`src/design/osm_ram.sv`:
```
// Generic simple dual-port RAM with one write port and a registered read port.
// Depends on nothing.
`default_nettype none

module osm_ram #(
    parameter int WIDTH = 8,
    parameter int DEPTH = 16,
    localparam int AW   = $clog2(DEPTH)
) (
    input  wire logic             i_clk,
    input  wire logic             i_we,
    input  wire logic [AW-1:0]    i_waddr,
    input  wire logic [WIDTH-1:0] i_wdata,
    input  wire logic [AW-1:0]    i_raddr,
    output logic      [WIDTH-1:0] o_rdata
);

    logic [WIDTH-1:0] r_mem [DEPTH];
    logic [WIDTH-1:0] r_rdata;

    // Write port and registered read port.
    always_ff @(posedge i_clk) begin
        if (i_we) begin
            r_mem[i_waddr] <= i_wdata;
        end
        r_rdata <= r_mem[i_raddr];
    end

    assign o_rdata = r_rdata;

endmodule

`default_nettype wire

```
`config.mk`:
```
export PLATFORM = sky130hd
export DESIGN_NAME = osm_ram
export DESIGN_NICKNAME = d
export VERILOG_FILES = /design/src/design/osm_ram.sv
export SDC_FILE = /design/constraint.sdc
export NUM_CORES = 1
export LEC_CHECK = 0
export ABC_AREA = 1
export BUFFER_PORTS_ARGS = -buffer_cell sky130_fd_sc_hd__buf_2
export CAP_MARGIN = 5
export CORE_ASPECT_RATIO = 1.2
export CORE_MARGIN = 2
export CORE_UTILIZATION = 24
export CTS_CLUSTER_SIZE = 12
export DETAILED_ROUTE_END_ITERATION = 16
export HOLD_SLACK_MARGIN = 0.02
export PLACE_DENSITY = 0.47
export RECOVER_POWER = 100
export SLEW_MARGIN = 20
export SYNTH_ARGS = -nofsm -noshare
export SYNTH_HDL_FRONTEND = slang
export SYNTH_SLANG_ARGS = --single-unit
```
`constraint.sdc`:
```
create_clock -name i_clk -period 1.36 [get_ports i_clk]
set_clock_uncertainty 0.1 [all_clocks]
set_input_delay 0.408 -clock i_clk [delete_from_list [all_inputs] [get_ports i_clk]]
set_output_delay 0.408 -clock i_clk [all_outputs]
set_load 0.005 [all_outputs]
```
Word level (Yosys, flattened, before mapping)
Memory sizes are Yosys's and may differ from the RTL's. A register that Yosys moved wholly into a read port is not among the register bits.
Cells that the tools add are included.
{"block": "word_totals", "reg_bits": 0, "mem_bits_rw": 128, "input_bits": 18, "mem_count": 1}
{"name": "r_mem", "depth": 16, "word_bits": 8, "rd": 1, "rd_ports_with_merged_regs": 1, "write_ports": 1, "line_no": "18", "text": "logic [WIDTH-1:0] r_mem [DEPTH];"}
{"block": "classes", "mux": 2}
{"operator": "1-bit 2-to-1 mux", "n": 2}

Longest topological paths before layout
Gate-level depths: netlist of the first run.
{"block": "depth", "word_depth": 2, "depth_mapped": 8, "mapped_depth_nobuf": 7}

Worst setup path after synthesis of the first run
OpenSTA, ideal clock, no wires.
{"block": "synth_path", "path_kind": "input -> register", "startpoint": "input port i_waddr[3]", "endpoint": "memory r_mem[4][0], enable pin", "setup_time_ns": 0.370, "arrival_time_ns": 0.989, "setup_slack_ns": -0.099, "cell_stages": 2, "path_buffers": 0, "cell_sequence": "nand3b_1 > nor2_1"}
{"item": "start: declaration", "line_no": "12", "text": "input wire logic [AW-1:0] i_waddr,"}
{"item": "end: declaration", "line_no": "18"}
No word-level cell before the write port.

Worst setup path after layout of the first run
{"block": "layout_path", "startpoint": "register r_rdata[7] (netlist: o_rdata[7]), read port of r_mem", "endpoint": "output port o_rdata[7]"}
{"item": "start: declaration", "line_no": "19", "text": "logic [WIDTH-1:0] r_rdata;"}
{"item": "end: declaration", "line_no": "15", "text": "output logic [WIDTH-1:0] o_rdata"}
No word-level cell between the ends.

==> impl_metrics.tcl, run 1 <==
set metrics [dict create \
    r2r_slack_ns 0.20 \
    synth_area_um2 5767 \
    post_dp_cell_area_um2 6606 \
    hold_viol_final 0 \
    total_power_w 0.01005 \
    post-place-ws_ns -0.2559 \
    grtUsageMet1_pct 14.56 \
    grt.overflow.total 0 \
    cts_tree "yes" \
    hold_path_depth 4 \
    htreeDepth 4 \
    grt_max_degree 46 \
    place_congestion 0.7839 \
    synth_top_cells_by_area "edfxtp_1 (67%), nand2_1 (11%), nand3_1 (8.4%)" \
    worst_pin_slew_ns 0.9237 \
    rsz0062_at_grt "yes" \
    fin_crit_ns 1.381 \
    ioPinCount 26 \
    cts_sinks 136 \
    numCtsBuffers 17 \
    grt_antenna_before_repair 0 \
    maxSlewViolCount 0 \
    ys_top_cells_by_count "nand2_1 (173), edfxtp_1 (128), inv_1 (100)" \
    grt_pass1_wl_mm 21.89 \
    drc 0 \
    yosysMostFrequentCell "nand2_1" \
    diodes 0 \
    die_area_um2 25290 \
    r2r-end "o_rdata[2]" \
    hold_class "input port to flop" \
    synthFlopType "edfxtp_1" \
    core_um2 23740 \
    drt_iter0_drc 281 \
    io_buffers 25 \
    critPathKind "flop to output port" \
    via_count 3775 \
    synth_fp_nets 569 \
    max_freq_mhz 724.1 \
    min_from "i_raddr[3]" \
    clock-root-buffer "clkbuf_16" \
    clk_pin_slew_ns 0.06 \
    cap_violations 0 \
    worst_slew_margin_rel_pct 38.42 \
    std_cell_rows 62 \
    initial_core_util_pct 24.29 \
    post_cts_buffers 0 \
    crit_chain "buf_2" \
    hold_buffers 0 \
    grt_pass1_vias 3691 \
    critPathBufInv 1 \
    dp_hpwl_mm 9.297 \
    worst_r2r_startpoint "r_mem[1][2]" \
    cp_max_fo 1 \
    setup.worst_path.start "o_rdata[7]" \
    syn_avg_cell_area_um2 10.47 \
    start_kind "flop" \
    cp.required_ns 0.85 \
    crit_slowest_cell "dfxtp_2" \
    max_stage_delay_ns 0.35 \
    setup_ws_ns -0.02108 \
    cts_resized 12 \
    drive_gt1_share_pct 15.34 \
    setup_viol 2 \
    synth_top_cell_by_area "edfxtp_1" \
    die_x_um 145.5 \
    routed_wirelength_mm 14.03 \
    synth_edf_count 128 \
    cp_top_family "flip-flops" \
    grt_usage_pct 11.51 \
    via_per_inst 3.990 \
    crit_path_end_kind "output port" \
    synth_cell_types 12 \
    yosysWarnings 0 \
    cts_buffer_depth 2 \
    power.density_nw_per_um2 1409 \
    grt.busiest_layer "met2" \
    gr-usage-met2_pct 19.63 \
    final_area_um2 7131 \
    gr-usage-met3_pct 2.079 \
    r2r_cells 6 \
    p_leak_nw 3.024 \
    synth_top_area_share_pct 66.65 \
    antenna_left 0 \
    routedWlPerCell_um 14.83 \
    arrival_ns 0.87 \
    nNetsFinal 631 \
    synth_async_sr_flop_share_pct 0 \
    period_share_pct 101.6 \
    clk_latency_ns 0.41 \
    max-vdd-ir-drop_mv 0.8111 \
    syn_inst 551 \
    status "complete, but fails checks" \
    dr.pass1.iters 4 \
    violations "setup timing" \
    seq_area_frac_synth_pct 69.43 \
    synth_seq_cells 136 \
    areaGrowthSynthToFinish_pct 23.65 \
    dieHeight_um 173.8 \
    whs_endpoint "o_rdata[3]" \
]
==> logic make-up after synthesis <==
group | after synthesis | share of synthesized area (%)
and+or+nand+nor | 289 | 21.05
buffers and inverters | 126 | 9.525
DFF | 136 | 69.43
==> state kept, by name, summed over array words and instances, names as in the netlist <==
name	cells
o_rdata	8
r_mem	128
==> layout make-up <==
class	count	area, µm²
Clock buffer	18	429.2
Clock inverter	14	171.4
Fill cell	2515	16610
Inverter	102	382.9
Multi-Input combinational cell	289	1219
Sequential cell	136	4013
Tap cell	320	400.4
Timing Repair Buffer	67	515.5
==> power breakdown <==
group	total [W]	switching, W	internal [W]
sequential	0.00473	0.0000346	0.00469
clock	0.00467	0.00177	0.00289
combinational	0.000652	0.000416	0.000236
total	0.0100	0.00223	0.00782
==> cells in the final DEF (no fill, tap or decap), drive strengths merged, types with 3 or more instances in the layout <==
| master | Yosys | final |
|---|---|---|
| nand2 | 173 | 173 |
| edfxtp | 128 | 128 |
| inv | 102 | 105 |
| nand3 | 97 | 97 |
| clkbuf | 0 | 43 |
| buf | 24 | 40 |
| nor2 | 17 | 17 |
| dfxtp | 8 | 8 |
| clkinv | 0 | 5 |
| clkinvlp | 0 | 3 |
| bufinv | 0 | 3 |
==> worst max path at each step <==
stage	endpoint	slack (ns)	depth (start not counted)
2_1_floorplan	r_mem[10][0]	-0.1	2
3_5_place_dp	o_rdata[5]	-0.26	8
5_1_grt	o_rdata[7]	-0.06	1
3_3_place_gp	o_rdata[5]	-0.26	8
4_1_cts	o_rdata[7]	-0.05	1
6_report	o_rdata[7]	-0.02	1
==> metrics by stage <==
stage               TNS (ns)  util [%]  cells  hold WS [ns]
global route         -0.3348     30.04    946        0.3690
CTS                  -0.1382     30.50    946        0.3087
global placement      -19.18     27.83    914        0.5567
finish              -0.03453     30.04    946        0.3437
floorplan             -7.876         -    551        0.4069
detailed placement    -20.18     27.83    914        0.5556
==> routing by layer <==
metal	wire [µm]	vias up
li1	-	1906
met1	6333	1784
met2	7068	76
met3	495	9
met4	133	0
met5	0	-
Power figures use the tool's default switching activity.
==> run 2, diff against run 1 <==
Settings changed: ABC_AREA 1 to not set, CORE_UTILIZATION 24 to 50, PLACE_DENSITY 0.47 to 0.78, TNS_END_PERCENT set to 5.
==> impl_metrics.tcl, run 2 <==
set metrics [dict create \
    post_cts_buffers 0 \
    synth_fa_ha_area_share_pct 0 \
    worst_pin_slew_ns 0.8684 \
    period_share_pct 101.5 \
    p_leak_nw 2.084 \
    grt_pass1_wl_mm 15.06 \
    core_um2 10010 \
    clk_pin_slew_ns 0.05 \
    cts_tree "yes" \
    rsz0062_at_grt "yes" \
    areaGrowthSynthToFinish_pct 21.03 \
    synth_compound_area_share_pct 2.333 \
    synthMuxAreaShare_pct 15.02 \
    grt.overflow.total 0 \
    routed_wirelength_mm 10.02 \
    start_kind "flop" \
    grt_antenna_before_repair 0 \
    initial_core_util_pct 51.43 \
    ioPinCount 26 \
    met2_length_mm 5.188 \
    max_stage_delay_ns 0.35 \
    die_x_um 96.63 \
    yosysWarnings 0 \
    drc 0 \
    synth_edf_count 128 \
    fin_crit_ns 1.380 \
    layout_commonest_cell "edfxtp_1" \
    synth_async_sr_flop_share_pct 0 \
    via_per_inst 5.712 \
    crit_slowest_cell "dfxtp_2" \
    cts_sinks 136 \
    drt_iter0_drc 228 \
    cts_buffer_depth 2 \
    critPathKind "flop to output port" \
    maxSlewViolCount 0 \
    clock-root-buffer "clkbuf_16" \
    power.density_nw_per_um2 1509 \
    hold_viol_final 0 \
    critPathBufInv 1 \
    routedWlPerCell_um 22.88 \
    htreeDepth 4 \
    cap_violations 0 \
    arrival_ns 0.87 \
    worst_slew_margin_rel_pct 41.89 \
    holdWs_ns 0.4167 \
    post_dp_cell_area_um2 5664 \
    synth_top_family_by_area "multiplexers" \
    synthXorXnorAreaFrac_pct 0 \
    final_area_um2 6230 \
    synth_area_um2 5147 \
    grt_max_degree 21 \
    clk_latency_ns 0.41 \
    synth_top_area_share_pct 74.67 \
    setup_viol 4 \
    cp.required_ns 0.85 \
    drive_gt1_share_pct 41.03 \
    syn_inst 229 \
    setup_ws_ns -0.02041 \
    diodes 0 \
    dieHeight_um 115.2 \
    synth_fp_nets 247 \
    hold_class "input port to flop" \
    final_cell_mix "edfxtp_1 (128), mux4_2 (32), clkbuf_16 (18), buf_2 (18), clkbuf_1 (15)" \
    yosysMostFrequentCell "edfxtp_1" \
    cp_max_fo 1 \
    crit_path_end_kind "output port" \
    nNetsFinal 318 \
    grt_pass1_vias 2585 \
    syn_avg_cell_area_um2 22.48 \
    drt-met1-wl_mm 4.033 \
    status "complete, but fails checks" \
    synth_top_cell_by_area "edfxtp_1" \
    max-vdd-ir-drop_mv 0.9417 \
    crit_chain "buf_2" \
    via_count 2502 \
    antenna_left 0 \
    cp_top_family "flip-flops" \
    largest_register_ffs 128 \
    largest-register "r_mem" \
    place_congestion 0.7495 \
    synth_cell_types 19 \
    synth_top_cells_by_area "edfxtp_1 (75%), mux4_2 (7.9%), mux4_1 (7.1%)" \
    dr.pass1.iters 4 \
    dp_hpwl_mm 6.355 \
    top_layer "met4" \
    synth_seq_cells 136 \
    die_area_um2 11130 \
    synthFlopType "edfxtp_1" \
    synth-simple-area-share_pct 3.184 \
    max_freq_mhz 724.4 \
    io_buffers 25 \
    numCtsBuffers 17 \
    met3_length_um 538 \
    tns_ns -0.04485 \
    std_cell_rows 40 \
    ys_top_cells_by_count "edfxtp_1 (128), mux4_2 (18), a22oi_1 (16)" \
    grt_usage_pct 19.27 \
    violations "setup timing" \
    seq_area_frac_synth_pct 77.78 \
]
run 2: cell types whose count changed in the layout (fill, tap and decap cells not counted), moves of 5 or more:
cell and change:
nand2_1 -164, buf_2 +8, a22oi_1 +5, nand3_1 -96, mux4_2 +32, a22oi_2 +11
buf_4 -8, inv_1 -100
run 2: kinds of logic (layout without fill, tap and decap cells):
kind of cell / Yosys count / count (layout)
DFF: 136 / 136
and+or+nand+nor: 35 / 35
AOI/OAI and AO/OA: 16 / 16
muxes: 32 / 32
buffers and inverters: 10 / 93
run 2: through the flow:
stage / std cells / setup WS, ns / utilization, % / power, W
floorplan: 229 / -0.2510 / - / 0.005053
global placement: 406 / -0.4680 / 56.59 / 0.005265
finish: 438 / -0.02041 / 62.24 / 0.009402
detailed placement: 406 / -0.4718 / 56.59 / 0.005285
CTS: 437 / -0.04959 / 62.51 / 0.009459
global route: 438 / -0.04829 / 62.24 / 0.009686
run 2: layout make-up:
cell class,instances,area [µm²]
Tap cell,126,157.7
Sequential cell,136,4011
Clock buffer,19,432.9
Clock inverter,12,110.1
Fill cell,663,3780
Timing Repair Buffer,62,437.9
Multi-Input combinational cell,83,1080
run 2: layer usage:
metal / global-route usage (%) / up-vias
met4: 10.23 / 0
met2: 31.48 / 98
met3: 5.532 / 19
met1: 23.73 / 1284
li1: - / 1101
met5: 0 / -
run 2: final timing paths:
check / startpoint / to / slack (ns) / depth (start not counted)
worst max-delay path: o_rdata[4] / o_rdata[4] / -0.02 / 1
worst min-delay path: i_wdata[0] / r_mem[4][0] / 0.42 / 1
worst max register to register: r_mem[8][4] / o_rdata[4] / 0.01 / 3
worst min register to register: r_mem[14][2] / o_rdata[2] / 0.57 / 3
run 2: report_power, final:
part	leakage [nW]	internal [W]	switching, W
clock network	0.262	0.00264	0.00153
logic	0.597	0.000238	0.000265
registers	1.22	0.00470	0.0000365
run 2: timing repair:
action | in CTS | in global routing
hold buffers | 0 | 0
cloned | 0 | 1
pin swaps | 2 | 2
resized for setup | 16 | 8
endpoints found under the setup margin | 13 | 14
run 2: worst reg2reg max path: cells and delay by family, from the launching register on:
kind	cells	cell delay [ns]
compound gates	1	0.21
flops	1	0.37
mux	1	0.47
simple gates	1	0.08
