### config.mk
export PLATFORM = sky130hd
export DESIGN_NAME = osm_walk
export DESIGN_NICKNAME = d
export VERILOG_FILES = /design/src/design/osm_pkg.sv /design/src/design/osm_walk.sv
export SDC_FILE = /design/constraint.sdc
export NUM_CORES = 1
export LEC_CHECK = 0
export ABC_AREA = 1
export ABC_CLOCK_PERIOD_IN_PS = 4430
export BUFFER_PORTS_ARGS = -buffer_cell sky130_fd_sc_hd__buf_2
export CAP_MARGIN = 10
export CORE_UTILIZATION = 40
export DETAILED_ROUTE_END_ITERATION = 10
export PLACE_DENSITY = 0.67
export SKIP_LAST_GASP = 1
export SLEW_MARGIN = 15
export SYNTH_ARGS = -nofsm -noshare
export SYNTH_HDL_FRONTEND = slang
export SYNTH_SLANG_ARGS = --single-unit
export TNS_END_PERCENT = 100
### constraint.sdc
create_clock -name i_clk -period 4.43 [get_ports i_clk]
set_clock_uncertainty 0.05 [all_clocks]
set_input_delay 0.886 -clock i_clk [delete_from_list [all_inputs] [get_ports i_clk]]
set_output_delay 0.886 -clock i_clk [all_outputs]
set_load 0.02 [all_outputs]
### src/design/osm_pkg.sv
// Shared types and constants of the order-statistic multiset.
// Depends on nothing; osm_walk and order_statistic_multiset refer to it by scoped names.
`default_nettype none

package osm_pkg;

    // Sizing of the value domain and of the per-node counters.
    localparam int VALUE_BITS = 10;
    localparam int COUNT_BITS = 17;
    localparam int ADDR_W     = VALUE_BITS + 1;
    localparam int NODE_SLOTS = 2 ** ADDR_W;
    localparam int OPND_W     = 16;
    localparam int ANS_W      = 17;
    localparam int K_W        = (COUNT_BITS > OPND_W) ? COUNT_BITS : OPND_W;

    localparam logic [COUNT_BITS-1:0] COUNT_MAX  = {COUNT_BITS{1'b1}};
    localparam logic [ANS_W-1:0]      ANSWER_MAX = {ANS_W{1'b1}};

    typedef enum logic [1:0] {
        OP_INSERT = 2'd0,
        OP_DELETE = 2'd1,
        OP_KTH    = 2'd2,
        OP_RANK   = 2'd3
    } t_op;

    typedef enum logic [1:0] {
        ST_OK      = 2'd0,
        ST_ABSENT  = 2'd1,
        ST_K_RANGE = 2'd2,
        ST_FULL    = 2'd3
    } t_status;

    typedef enum logic [1:0] {
        S_IDLE,
        S_UPD,
        S_KTH,
        S_RANK
    } t_state;

    // One accepted request as seen by the tree walker.
    typedef struct packed {
        logic              valid;
        logic [1:0]        op;
        logic [OPND_W-1:0] operand;
    } t_req;

    // Access to the node-count memory: one write and one read port.
    typedef struct packed {
        logic                  we;
        logic [ADDR_W-1:0]     waddr;
        logic [COUNT_BITS-1:0] wdata;
        logic [ADDR_W-1:0]     raddr;
    } t_mem_req;

endpackage

`default_nettype wire

### src/design/osm_walk.sv
// Tree walker: runs one request over the counting segment tree, a level per cycle.
// Depends on osm_pkg; drives the node-count memory through a t_mem_req struct.
`default_nettype none

module osm_walk (
    input  wire logic                            i_clk,
    input  wire logic                            i_rst_n,
    input  wire osm_pkg::t_req                   i_req,
    output logic                                 o_busy,
    output osm_pkg::t_mem_req                    o_mem,
    input  wire logic [osm_pkg::COUNT_BITS-1:0]  i_rdata,
    output logic                                 o_valid,
    output logic [osm_pkg::ANS_W-1:0]            o_answer,
    output logic [1:0]                           o_status
);

    osm_pkg::t_state r_state, n_state;
    logic [osm_pkg::ADDR_W-1:0]     r_node, n_node;
    logic [osm_pkg::K_W-1:0]        r_k, n_k;
    logic [osm_pkg::COUNT_BITS-1:0] r_acc, n_acc;
    logic [osm_pkg::COUNT_BITS-1:0] r_total, n_total;
    logic                           r_first, n_first;
    logic                           r_del, n_del;
    logic                           r_valid, n_valid;
    logic [osm_pkg::ANS_W-1:0]      r_answer, n_answer;
    osm_pkg::t_status               r_status, n_status;

    osm_pkg::t_op                   op;
    logic [osm_pkg::ADDR_W-1:0]     leaf;
    logic [osm_pkg::K_W-1:0]        k_in;
    logic                           kth_bad;
    logic                           full;
    logic                           absent;
    logic                           upd_top;
    logic                           left_ge;
    logic [osm_pkg::ADDR_W-1:0]     kth_next;
    logic                           kth_leaf;
    logic [osm_pkg::ADDR_W-1:0]     rank_next;
    logic                           rank_end;
    logic [osm_pkg::COUNT_BITS-1:0] acc_add;
    logic [32:0]                    rank_sum;
    logic [osm_pkg::ANS_W-1:0]      rank_ans;

    // Decode of the incoming request and of the current tree step.
    assign op       = osm_pkg::t_op'(i_req.op);
    assign leaf     = {1'b1, i_req.operand[osm_pkg::VALUE_BITS-1:0]};
    assign k_in     = osm_pkg::K_W'(i_req.operand);
    assign kth_bad  = (i_req.operand == '0) || (k_in > osm_pkg::K_W'(r_total));
    assign full     = (r_total == osm_pkg::COUNT_MAX);
    assign absent   = r_del && r_first && (i_rdata == '0);
    assign upd_top  = (r_node == osm_pkg::ADDR_W'(1));

    // Descent for the k-th smallest: go left when the left subtree holds k.
    assign left_ge  = (osm_pkg::K_W'(i_rdata) >= r_k);
    assign kth_next = {r_node[osm_pkg::VALUE_BITS-1:0], ~left_ge};
    assign kth_leaf = kth_next[osm_pkg::VALUE_BITS];

    // Ascent for the rank: a right child adds its left sibling's count.
    assign rank_next = r_node >> 1;
    assign rank_end  = (rank_next == osm_pkg::ADDR_W'(1));
    assign acc_add   = r_node[0] ? (r_acc + i_rdata) : r_acc;
    assign rank_sum  = 33'(acc_add) + 33'd1;
    assign rank_ans  = (rank_sum > 33'(osm_pkg::ANSWER_MAX)) ? osm_pkg::ANSWER_MAX
                                                            : rank_sum[osm_pkg::ANS_W-1:0];

    // Next state.
    always_comb begin
        n_state = r_state;
        case (r_state)
            osm_pkg::S_IDLE: begin
                if (i_req.valid) begin
                    case (op)
                        osm_pkg::OP_INSERT: n_state = full ? osm_pkg::S_IDLE : osm_pkg::S_UPD;
                        osm_pkg::OP_DELETE: n_state = osm_pkg::S_UPD;
                        osm_pkg::OP_KTH:    n_state = kth_bad ? osm_pkg::S_IDLE : osm_pkg::S_KTH;
                        default:            n_state = osm_pkg::S_RANK;
                    endcase
                end
            end
            osm_pkg::S_UPD: begin
                if (absent || upd_top) begin
                    n_state = osm_pkg::S_IDLE;
                end
            end
            osm_pkg::S_KTH: begin
                if (kth_leaf) begin
                    n_state = osm_pkg::S_IDLE;
                end
            end
            osm_pkg::S_RANK: begin
                if (rank_end) begin
                    n_state = osm_pkg::S_IDLE;
                end
            end
            default: n_state = osm_pkg::S_IDLE;
        endcase
    end

    // Memory accesses, datapath updates and result.
    always_comb begin
        o_mem.we    = 1'b0;
        o_mem.waddr = r_node;
        o_mem.wdata = r_del ? (i_rdata - osm_pkg::COUNT_BITS'(1))
                            : (i_rdata + osm_pkg::COUNT_BITS'(1));
        o_mem.raddr = r_node >> 1;
        n_node      = r_node;
        n_k         = r_k;
        n_acc       = r_acc;
        n_total     = r_total;
        n_first     = r_first;
        n_del       = r_del;
        n_valid     = 1'b0;
        n_answer    = r_answer;
        n_status    = r_status;
        case (r_state)
            osm_pkg::S_IDLE: begin
                if (i_req.valid) begin
                    n_first  = 1'b1;
                    n_del    = (op == osm_pkg::OP_DELETE);
                    n_answer = '0;
                    n_status = osm_pkg::ST_OK;
                    case (op)
                        osm_pkg::OP_INSERT, osm_pkg::OP_DELETE: begin
                            if ((op == osm_pkg::OP_INSERT) && full) begin
                                n_valid  = 1'b1;
                                n_status = osm_pkg::ST_FULL;
                            end else begin
                                o_mem.raddr = leaf;
                                n_node      = leaf;
                            end
                        end
                        osm_pkg::OP_KTH: begin
                            if (kth_bad) begin
                                n_valid  = 1'b1;
                                n_status = osm_pkg::ST_K_RANGE;
                            end else begin
                                n_node      = osm_pkg::ADDR_W'(1);
                                n_k         = k_in;
                                o_mem.raddr = osm_pkg::ADDR_W'(2);
                            end
                        end
                        default: begin
                            n_node      = leaf;
                            n_acc       = '0;
                            o_mem.raddr = leaf ^ osm_pkg::ADDR_W'(1);
                        end
                    endcase
                end
            end
            osm_pkg::S_UPD: begin
                // Read data is the count of r_node; write it back adjusted.
                if (absent) begin
                    n_valid  = 1'b1;
                    n_status = osm_pkg::ST_ABSENT;
                end else begin
                    o_mem.we = 1'b1;
                    n_first  = 1'b0;
                    if (upd_top) begin
                        n_total = o_mem.wdata;
                        n_valid = 1'b1;
                    end else begin
                        n_node      = r_node >> 1;
                        o_mem.raddr = r_node >> 1;
                    end
                end
            end
            osm_pkg::S_KTH: begin
                if (!left_ge) begin
                    n_k = r_k - osm_pkg::K_W'(i_rdata);
                end
                n_node      = kth_next;
                o_mem.raddr = {kth_next[osm_pkg::VALUE_BITS-1:0], 1'b0};
                if (kth_leaf) begin
                    n_valid  = 1'b1;
                    n_answer = osm_pkg::ANS_W'(kth_next[osm_pkg::VALUE_BITS-1:0]);
                end
            end
            osm_pkg::S_RANK: begin
                n_acc       = acc_add;
                n_node      = rank_next;
                o_mem.raddr = rank_next ^ osm_pkg::ADDR_W'(1);
                if (rank_end) begin
                    n_valid  = 1'b1;
                    n_answer = rank_ans;
                end
            end
            default: ;
        endcase
    end

    // State and control registers.
    always_ff @(posedge i_clk) begin
        if (!i_rst_n) begin
            r_state <= osm_pkg::S_IDLE;
            r_total <= '0;
            r_valid <= 1'b0;
        end else begin
            r_state <= n_state;
            r_total <= n_total;
            r_valid <= n_valid;
        end
    end

    // Datapath registers.
    always_ff @(posedge i_clk) begin
        r_node   <= n_node;
        r_k      <= n_k;
        r_acc    <= n_acc;
        r_first  <= n_first;
        r_del    <= n_del;
        r_answer <= n_answer;
        r_status <= n_status;
    end

    assign o_busy   = (r_state != osm_pkg::S_IDLE);
    assign o_valid  = r_valid;
    assign o_answer = r_answer;
    assign o_status = r_status;

    // Requests only arrive while the walker is idle.
    a_req_idle: assert property (@(posedge i_clk) disable iff (!i_rst_n)
        i_req.valid |-> (r_state == osm_pkg::S_IDLE))
        else $error("request taken while walker busy");

    // A result is always delivered with the walker back in idle.
    a_valid_idle: assert property (@(posedge i_clk) disable iff (!i_rst_n)
        o_valid |-> (r_state == osm_pkg::S_IDLE))
        else $error("result strobe while walk in progress");

    // The descent stays on internal nodes and k never drops to zero.
    a_kth_node: assert property (@(posedge i_clk) disable iff (!i_rst_n)
        (r_state == osm_pkg::S_KTH) |-> (!r_node[osm_pkg::VALUE_BITS] && (r_k != '0)))
        else $error("k-th descent left the internal nodes or lost k");

    // The total register follows every root write.
    a_total_root: assert property (@(posedge i_clk) disable iff (!i_rst_n)
        (o_mem.we && (o_mem.waddr == osm_pkg::ADDR_W'(1))) |=>
            (r_total == $past(o_mem.wdata)))
        else $error("total out of step with root count");

endmodule

`default_nettype wire

======== Word-level counts from Yosys, hierarchy flattened ========
Cells that the tools add are included.
storage, ports and cells
  output and inout bits ................... 61
  input port bits ......................... 38
  flip-flop bits (word level) ............. 86
cells by class
  $lt $le $gt $ge ......................... 3
  multiplexer cells ....................... 55
  eq/ne operators ......................... 21
  $add $sub $neg .......................... 5
  bitwise logic cells ..................... 4
  reductions and logical operators ........ 25
operators by type and width
  operator               number
  $mux 17                12
  $pmux 11 s4            2
  $mux 11                7
  $pmux 17 s2            2
  $pmux 17 s3            1
  $pmux 11 s2            2
  $ne 2x2->1 const B     10
  $add 17x1->18 const B  1
  $gt 18x17->1 const B   1
  $mux 2                 9
  $add 17x1->17 const B  1
  $add 17x17->17         1
  $eq 17x17->1 const B   1
  $ge 17x17->1           1
  $gt 16x17->1           1
  $logic_not 17->1       1
  $sub 17x1->17 const B  1
  $sub 17x17->17         1
  $logic_not 16->1       1
  $mux 1                 12
  $reduce_and 3->1       4
  $eq 11x1->1 const B    1
  $eq 10x1->1 const B    1
  $mux 10                1
  20 further kinds       38

======== Logic depth before layout (Yosys ltp) ========
Gate-level depths: netlist of run 1.
  depth after elaboration ................. 7
  mapped depth ............................ 18

======== Least setup slack after synthesis of run 1 ========
Ideal clock, no wire load.
  kind .................................... input to register
  start point ............................. in i_rdata[5] (netlist name)
  end point ............................... reg r_k[0] (netlist name), enable pin
  buffers on the path ..................... 0
  data arrival time ....................... 3.757 ns
  stages .................................. 8
  slack ................................... 0.188 ns
  setup time .............................. 0.435 ns
  path through ............................ inv_1 -> ha_1 -> nand2_1 -> nor2_1 -> nand4_1 -> o311ai_0 -> a21oi_1 -> nor4_1
on the way
  word-level cells in the longest chain between the ends .. 3
ends and longest elaborated chain
  item                        line             source
  start, declared             osm_walk.sv:11   input wire logic [osm_pkg::COUNT_BITS-1:0] i_rdata,
  $ge 17x17->1                osm_walk.sv:54   assign left_ge = (osm_pkg::K_W'(i_rdata) >= r_k);
  $ne 2x2->1 (no line)        n/a
  $reduce_and 5->1 (no line)  n/a
  end signal, assigned        osm_walk.sv:207  r_k <= n_k;
  end, declared               osm_walk.sv:19   logic [osm_pkg::K_W-1:0] r_k, n_k;
Every way passes these cells.
A chain may end at the register's enable or synchronous reset.

==> impl_metrics.yaml, run 1 <==
global_routing:
  grt_max_degree: 33
  grt_antenna_before_repair: 0
  grt_pass1_wl_um: 36900
  top_usage_layer: "met2"
  grt_use_met2_pct: 40.1
  grtUsageMet1_pct: 32.7
  grt_use_met3_pct: 3.42
  grt_pass1_vias: 7130
  track_usage_pct: 24.5
  grt-ovfl-total: 0
clocking:
  cts_resized: 0
  clk_pin_slew_ns: 0.06
  cts_root_buf: "clkbuf_16"
  clkLatencyLatePin_ns: 0.36
  cts_tree: "yes"
  cts_buffers: 9
  clk_path_buf_depth: 2
  post_cts_buffers: 0
  cts.sinks: 86
  hold_buffers: 0
  cts_htree_levels: 3
route:
  wl_per_cell_um: 16.5
  remaining_drc_errors: 0
  first_iter_violations: 746
  via_count: 7648
  viasPerCell: 5.35
  final_antenna_net_count: 0
  wl_um: 23600
  dr.pass1.iters: 5
floorplan:
  fp.dieW_um: 140
  die_h_um: 140
  io_pins: 99
  rows: 50
  floorplan.initialDensity_pct: 40.9
  die-area_um2: 19700
  fp.coreArea_um2: 18700
synthesis:
  ys_types: 46
  synth_top_family_by_area: "simple AND/OR/NAND/NOR gates"
  synth_fa_ha_area_share_pct: 11.6
  synth_xor_area_share_pct: 3.66
  synth_seq_cells: 86
  yosysSeqAreaShare_pct: 31.1
  synth_ff_type: "edfxtp_1"
  synth_compound_area_share_pct: 15.0
  synth_edf_count: 66
  synth_nets: 1196
  synth_async_sr_flop_share_pct: 0
  syn_inst: 1089
  synth_area_um2: 7660
  synth.avg_cell_area_um2: 7.03
  synth-warning-count: 0
  yosys.area_share.simple_pct: 29.3
  synthMuxAreaShare_pct: 0
sta:
  setup_violations: 0
  relSlewSlack_pct: 49.9
  fmax_ghz: 0.245
  rsz0062_at_grt: "false"
  final-max-slew-violation-count: 0
  timing.final.crit_share_pct: 92.3
  tightestPinTransition_ns: 0.744
  whs_ns: 0.425
  hold_viol: 0
  tns_ns: 0
  fin_crit_ns: 4.09
worst_setup_path:
  crit_type: "in -> out"
  worstPathArrival_ns: 3.15
  cp_max_fo: 5
  cp-end-kind: "output pin"
  crit_required_ns: 3.49
  startpoint_type: "input port"
cells_and_area:
  fillers: 1896
  final_cell_mix: "290 x nand2_1, 160 x inv_1, 98 x buf_2"
  area_delta_synth_final_pct: 14.1
  diodes: 0
  finalInstanceArea_um2: 8740
  final_common_cell: "nand2_1"
  finalNetCount: 1299
  drive_gt1_share_pct: 13.8
place:
  numPortBuffers: 98
  dp_hpwl_um: 18800
  place.gp.congestion: 0.946
  placed_area_um2: 8450
power:
  vdd_drop_max_v: 0.000195
  p_per_area_nw_per_um2: 336
  p_leak_uw: 0.00428
run_status:
  status: "finished clean"
min_path:
  min_path_type: "reg -> reg"
flow_run:
  drv_cap: 0
registers in the layout, summed over array words and instances, names as in the netlist:
| register | cells |
|---|---|
| o_answer | 17 |
| r_acc | 17 |
| r_k | 17 |
| r_total | 17 |
| r_node | 11 |
| o_status | 2 |
| r_state | 2 |
| o_valid | 1 |
| r_del | 1 |
| r_first | 1 |
worst max-delay path, cell delays in order:
cell	delay [ns]
buf_2	0.15
inv_1	0.08
ha_1	0.37
nand2_1	0.09
nor2_1	0.17
nand4_1	0.13
o311ai_0	0.61
nand3_1	0.33
nand3_1	0.17
buf_2	0.17
cell usage after synthesis, types with 6 or more instances:
| cell type | instances | area (um2) |
|---|---|---|
| nand2_2 | 10 | 62.6 |
| ha_1 | 66 | 826 |
| xor2_1 | 21 | 184 |
| o211ai_1 | 10 | 75.1 |
| a21oi_1 | 81 | 405 |
| a21oi_2 | 6 | 52.6 |
| o21ai_0 | 76 | 380 |
| inv_2 | 8 | 30.0 |
| nor2_1 | 80 | 300 |
| nand2_1 | 290 | 1090 |
| nor3_1 | 10 | 50.1 |
| inv_1 | 160 | 601 |
| dfxtp_1 | 20 | 400 |
| nand4_1 | 19 | 119 |
| clkbuf_1 | 11 | 41.3 |
| nor4_1 | 12 | 75.1 |
| nand3_1 | 68 | 340 |
| xnor2_1 | 11 | 96.3 |
| edfxtp_1 | 66 | 1980 |
routing by layer:
layer  part of all wire [%]  wire (um)
met5                      0          0
met3                    6.5       1540
met1                     45      10600
met4                    2.7        638
met2                     46      10800
logic make-up after synthesis:
kind of cell	Yosys count
XOR/XNOR	32
flip-flops	86
AO/OA/AOI/OAI	204
AND/OR/NAND/NOR	512
buffers and inverters	186
adder cells (fa/ha/maj)	69
path summary, 6_finish.rpt:
| kind | startpoint | endpoint | slack (ns) | cells after the start |
|---|---|---|---|---|
| min | r_total[4] | r_total[4] | 0.43 | 2 |
| min reg2reg | r_total[4] | r_total[4] | 0.43 | 2 |
| max reg2reg | r_acc[0] | o_answer[14] | 1.22 | 14 |
| max | i_rdata[5] | o_mem[1] | 0.34 | 10 |
per-stage QoR:
step	setup WS (ns)	instances	utilization, %	total power [uW]
floorplan	0.188	1089	-	1790
global placement	0.426	1415	45.2	2160
detailed placement	0.395	1415	45.2	2160
CTS	0.393	1430	46.7	2930
global route	0.150	1430	46.7	3090
finish	0.341	1430	46.7	2930
area by class of cell:
class / instances / area [um2] / share of cell area, %
Clock buffer: 9 / 225 / 2.58
Clock inverter: 6 / 61.3 / 0.702
Inverter: 169 / 634 / 7.26
Multi-Input combinational cell: 817 / 4570 / 52.3
Sequential cell: 86 / 2380 / 27.3
Tap cell: 234 / 293 / 3.35
Timing Repair Buffer: 109 / 573 / 6.56
power breakdown:
part | internal (uW) | total [uW] | leakage, uW | switching (uW)
clock | 432 | 769 | 0.000133 | 337
sequential | 959 | 1010 | 0.000802 | 53.8
combinational | 354 | 1150 | 0.00334 | 796
total | 1750 | 2930 | 0.00428 | 1190
Note: power is estimated with default switching activity, not from simulation.
==> run 2, diff against run 1 <==
Settings changed: CORE_ASPECT_RATIO from default to 0.8.
==> run 2 against run 1 <==
Sequential share of layout area decreased by 0.16 points. Highest routed layer is now met5. Utilization up 0.94 points. Clock power increased by 10%. Non-clock buffer count shrank 1. Sequential power about the same. Maximum frequency fell by 3.1%. Cell area increased by 0.57%. Global-route usage is 1.5 points higher.
==> impl_metrics.yaml, run 2 (synthesis results as in run 1) <==
sta:
  tightestPinTransition_ns: 0.649
  fmax_ghz: 0.237
  fin_crit_ns: 4.22
  hold_viol: 0
  relSlewSlack_pct: 56.3
  final-max-slew-violation-count: 0
  rsz0062_at_grt: "false"
  whs_ns: 0.437
  timing.final.crit_share_pct: 95.3
  setup_violations: 0
  tns_ns: 0
global_routing:
  grt_pass1_vias: 7019
  grt-ovfl-total: 0
  grt_max_degree: 30
  grt_pass1_wl_um: 38800
  track_usage_pct: 25.9
  grt_antenna_before_repair: 1
clocking:
  cts_buffers: 9
  clkLatencyLatePin_ns: 0.36
  cts.sinks: 86
  cts_root_buf: "clkbuf_16"
  cts_resized: 0
  cts_htree_levels: 3
  clk_path_buf_depth: 2
  cts_tree: "yes"
  hold_buffers: 0
  post_cts_buffers: 0
  clk_pin_slew_ns: 0.07
cells_and_area:
  finalNetCount: 1298
  final_common_cell: "nand2_1"
  fin_util_pct: 47.6
  drive_gt1_share_pct: 13.9
  register_area_um2: 2380
  diodes: 0
  final_cell_mix: "290 x nand2_1, 160 x inv_1, 98 x buf_2"
  area_delta_synth_final_pct: 14.8
  fillers: 1907
  multi_input_area_um2: 4570
worst_setup_path:
  worstPathArrival_ns: 3.29
  crit_type: "in -> out"
  startpoint_type: "input port"
  crit_required_ns: 3.49
  cp_cell_sequence: "buf_2 > inv_1 > ha_1 > nand2_1 > nor2_1 > nand4_1 > o311ai_0 > nand3_1 > nand3_1 > buf_2"
  max_stage_delay_ns: 0.58
  slowest_stage: "o311ai_0"
  crit_buf_inv: 3
  critPathTopFamily: "simple AND/OR/NAND/NOR gates"
  cp_max_fo: 5
  cp-end-kind: "output pin"
place:
  place.gp.congestion: 0.957
  numPortBuffers: 98
  dp_hpwl_um: 19800
route:
  dr_wl_met3_um: 2410
  dr_wl_met2_um: 10100
  first_iter_violations: 684
  wl_met1_um: 11900
  dr.pass1.iters: 5
  viasPerCell: 5.38
  highest_layer: "met5"
  remaining_drc_errors: 0
  wl_per_cell_um: 17.2
  final_antenna_net_count: 0
  via_count: 7783
  wl_um: 24900
floorplan:
  die-area_um2: 19700
  io_pins: 99
  fp.coreArea_um2: 18400
  floorplan.initialDensity_pct: 41.5
  fp.dieW_um: 157
  die_h_um: 126
  rows: 44
power:
  p_per_area_nw_per_um2: 344
  p_leak_uw: 0.00429
  vdd_drop_max_v: 0.000241
run_status:
  status: "finished clean"
flow_run:
  drv_cap: 0
min_path:
  min_path_type: "reg -> reg"
==> run 2: cell types whose count changed in the layout (fill, tap and decap cells not counted) <==
cell / delta
bufinv_16: +1
inv_8: +1
buf_4: -1
clkinv_1: -2
==> run 2: report_power, final <==
group / internal (uW) / switching (uW) / total [uW]
clock network: 497 / 351 / 848
registers: 959 / 59.3 / 1020
logic: 356 / 802 / 1160
total: 1810 / 1210 / 3020
==> run 2: through the flow <==
step / worst slack, ns / area (um2) / instances / power, uW
finish: 0.208 / 8790 / 1448 / 3020
global route: 0.0625 / 8790 / 1448 / 3180
CTS: 0.318 / 8790 / 1448 / 3020
detailed placement: 0.325 / 8470 / 1433 / 2170
global placement: 0.377 / 8470 / 1433 / 2160
floorplan: 0.188 / 7660 / 1089 / 1790
==> run 2: area by class of cell <==
type / instances / area share (%)
Clock buffer: 9 / 2.56
Clock inverter: 6 / 1.08
Inverter: 169 / 7.22
Multi-Input combinational cell: 817 / 52.0
Sequential cell: 86 / 27.1
Tap cell: 253 / 3.60
Timing Repair Buffer: 108 / 6.44
==> run 2: final timing paths <==
check,start,endpoint,slack [ns],cells past startpoint
min reg2reg,r_total[4],r_total[4],0.44,2
max reg2reg,r_acc[0],o_answer[14],1.20,14
min,r_total[4],r_total[4],0.44,2
max,i_rdata[5],o_mem[1],0.21,10
==> run 2: metal layers <==
metal,vias to the layer above,track usage (%)
li1,3847,-
met1,3570,37.8
met2,321,37.1
met3,43,7.40
met4,2,6.75
met5,-,0
==> run 2: worst reg2reg max path, cell delays in order (launching register included) <==
cell      delay, ns
edfxtp_1       0.42
ha_1           0.26
inv_1          0.08
fa_1           0.42
o21ai_2        0.25
ha_1           0.23
inv_1          0.05
nor2_1         0.13
nand3_1        0.17
nor2_1         0.17
nand4_1        0.19
nor2_2         0.29
nand3_1        0.10
nand2_1        0.11
a21oi_2        0.05
==> run 3, diff against run 2 <==
Settings changed: CTS_BUF_LIST from default to sky130_fd_sc_hd__clkbuf_2.
==> run 3 against run 2 <==
Worst hold slack improved by 0.012 ns. Count of clock-buffer cells in the layout unchanged. Routed wire length decreased by 0.39%. Global-route usage decreased by 0.11 points. Cell area decreased by 2.0%. Largest power group unchanged. Die area unchanged. Critical path depth unchanged.
==> impl_metrics.yaml, run 3 (synthesis results as in run 1) <==
run_status:
  status: "finished clean"
worst_setup_path:
  cp_cell_sequence: "buf_2 > inv_1 > ha_1 > nand2_1 > nor2_1 > nand4_1 > o311ai_0 > nand3_1 > nand3_1 > buf_2"
  worstPathArrival_ns: 3.27
  max_stage_delay_ns: 0.56
  crit_type: "in -> out"
  reg2reg_slack_ns: 1.22
  startpoint_type: "input port"
  regToRegEndpoint: "o_answer[14]"
  cp-end-kind: "output pin"
  cp_max_fo: 5
  reg2reg_from: "r_acc[0]"
  slowest_stage: "o311ai_0"
  crit_required_ns: 3.49
  r2r_cells: 14
sta:
  rsz0062_at_grt: "false"
  timing.final.crit_share_pct: 94.9
  fmax_ghz: 0.238
  tightestPinTransition_ns: 0.641
  tns_ns: 0
  relSlewSlack_pct: 56.9
  fin_crit_ns: 4.20
  hold_viol: 0
  setup_violations: 0
  final-max-slew-violation-count: 0
place:
  numPortBuffers: 98
  placed_area_um2: 8470
  dp_hpwl_um: 19800
  place.gp.congestion: 0.957
  numPlacedInstances: 1433
global_routing:
  grt_pass1_vias: 7015
  grt_pass1_wl_um: 38700
  grt_antenna_before_repair: 0
  grt-ovfl-total: 0
  grt_max_degree: 30
  track_usage_pct: 25.8
route:
  wl_per_cell_um: 17.1
  wl_um: 24800
  viasPerCell: 5.39
  via_count: 7806
  first_iter_violations: 677
  dr.pass1.iters: 5
  remaining_drc_errors: 0
  final_antenna_net_count: 0
clocking:
  cts_tree: "yes"
  cts_buffers: 9
  clkLatencyLatePin_ns: 0.63
  cts_htree_levels: 3
  cts.sinks: 86
  clk_path_buf_depth: 2
  post_cts_buffers: 0
  clk_pin_slew_ns: 0.24
  cts_root_buf: "clkbuf_2"
min_path:
  min_path_type: "reg -> reg"
  min_path_cells: 2
  min-delay-start: "r_total[4]"
  holdPathEnd: "r_total[4]"
power:
  seqPwrFrac_pct: 38.0
  power.total_uw: 2680
  p_sw_share_pct: 43.8
  p_per_area_nw_per_um2: 311
  vdd_drop_max_v: 0.000229
  combinationalPowerShare_pct: 43.2
  p_sw_uw: 1170
  p_leak_uw: 0.00422
  intPower_uw: 1500
  clkPwrFrac_pct: 18.8
floorplan:
  fp.coreArea_um2: 18400
  rows: 44
  die_h_um: 126
  die-area_um2: 19700
  io_pins: 99
  floorplan.initialDensity_pct: 41.5
  fp.dieW_um: 157
cells_and_area:
  final_cell_mix: "290 x nand2_1, 160 x inv_1, 98 x buf_2"
  finalNetCount: 1298
  instances_no_fill: 1449
  finalInstanceArea_um2: 8610
  area_delta_synth_final_pct: 12.5
  drive_gt1_share_pct: 14.0
  final_common_cell: "nand2_1"
  fin_util_pct: 46.7
flow_run:
  drv_cap: 0
==> run 3: cell count changes in the layout (fill, tap and decap cells not counted), sizes merged <==
cell | before | now
diode | 0 | 1
==> run 3: layout make-up <==
cell class | count | area (um2)
multi-input cells | 817 | 4570
diodes | 1 | 2.50
repair buffers | 108 | 566
fillers | 1927 | 9830
well taps | 253 | 317
flip-flops and latches | 86 | 2380
clock buffers | 9 | 45.0
clock inverters | 6 | 95.1
inverters | 169 | 634
==> run 3: per-stage QoR <==
stage               hold slack [ns]  worst slack, ns
floorplan                     0.398            0.188
global placement              0.422            0.377
detailed placement            0.424            0.325
CTS                           0.451            0.199
global route                  0.472           0.0150
finish                        0.450            0.226
==> run 3: worst max-delay path by stage <==
stage / start / to / slack (ns)
final: i_rdata[5] / o_mem[1] / 0.23
after floorplan: i_rdata[5] / r_k[0] / 0.19
after CTS: r_del / o_mem[23] / 0.20
after detailed placement: i_rdata[5] / o_mem[1] / 0.33
after global placement: i_rdata[0] / o_mem[25] / 0.38
after global routing: r_del / o_mem[25] / 0.01
==> run 3: power groups by stage <==
stage / logic (uW) / clock network (uW) / registers (uW)
floorplan: 717 / 0 / 1080
global placement: 1130 / 0 / 1030
detailed placement: 1140 / 0 / 1030
CTS: 1140 / 516 / 1010
global route: 1270 / 536 / 1020
finish: 1160 / 505 / 1020
==> run 3: per-layer routing <==
layer  up-vias  wire (um)  track usage (%)
met5         -          0                0
met4         0        564             8.02
met3        52       2440             6.74
met2       346       9980             36.7
met1      3563      11800             37.7
li1       3845          -                -
==> run 3: critical path, delay by kind of cell <==
family / cells / cell delay (ns)
buffers and inverters: 3 / 0.39
AND/OR/NAND/NOR: 5 / 1.04
AO/OA/AOI/OAI: 1 / 0.56
adder cells (fa/ha/maj): 1 / 0.38
==> run 3: timing repair <==
item | 4_1_cts | 5_1_grt
resized for setup | 0 | 1
hold buffers | 0 | 0
endpoints found under the setup margin | 0 | 2
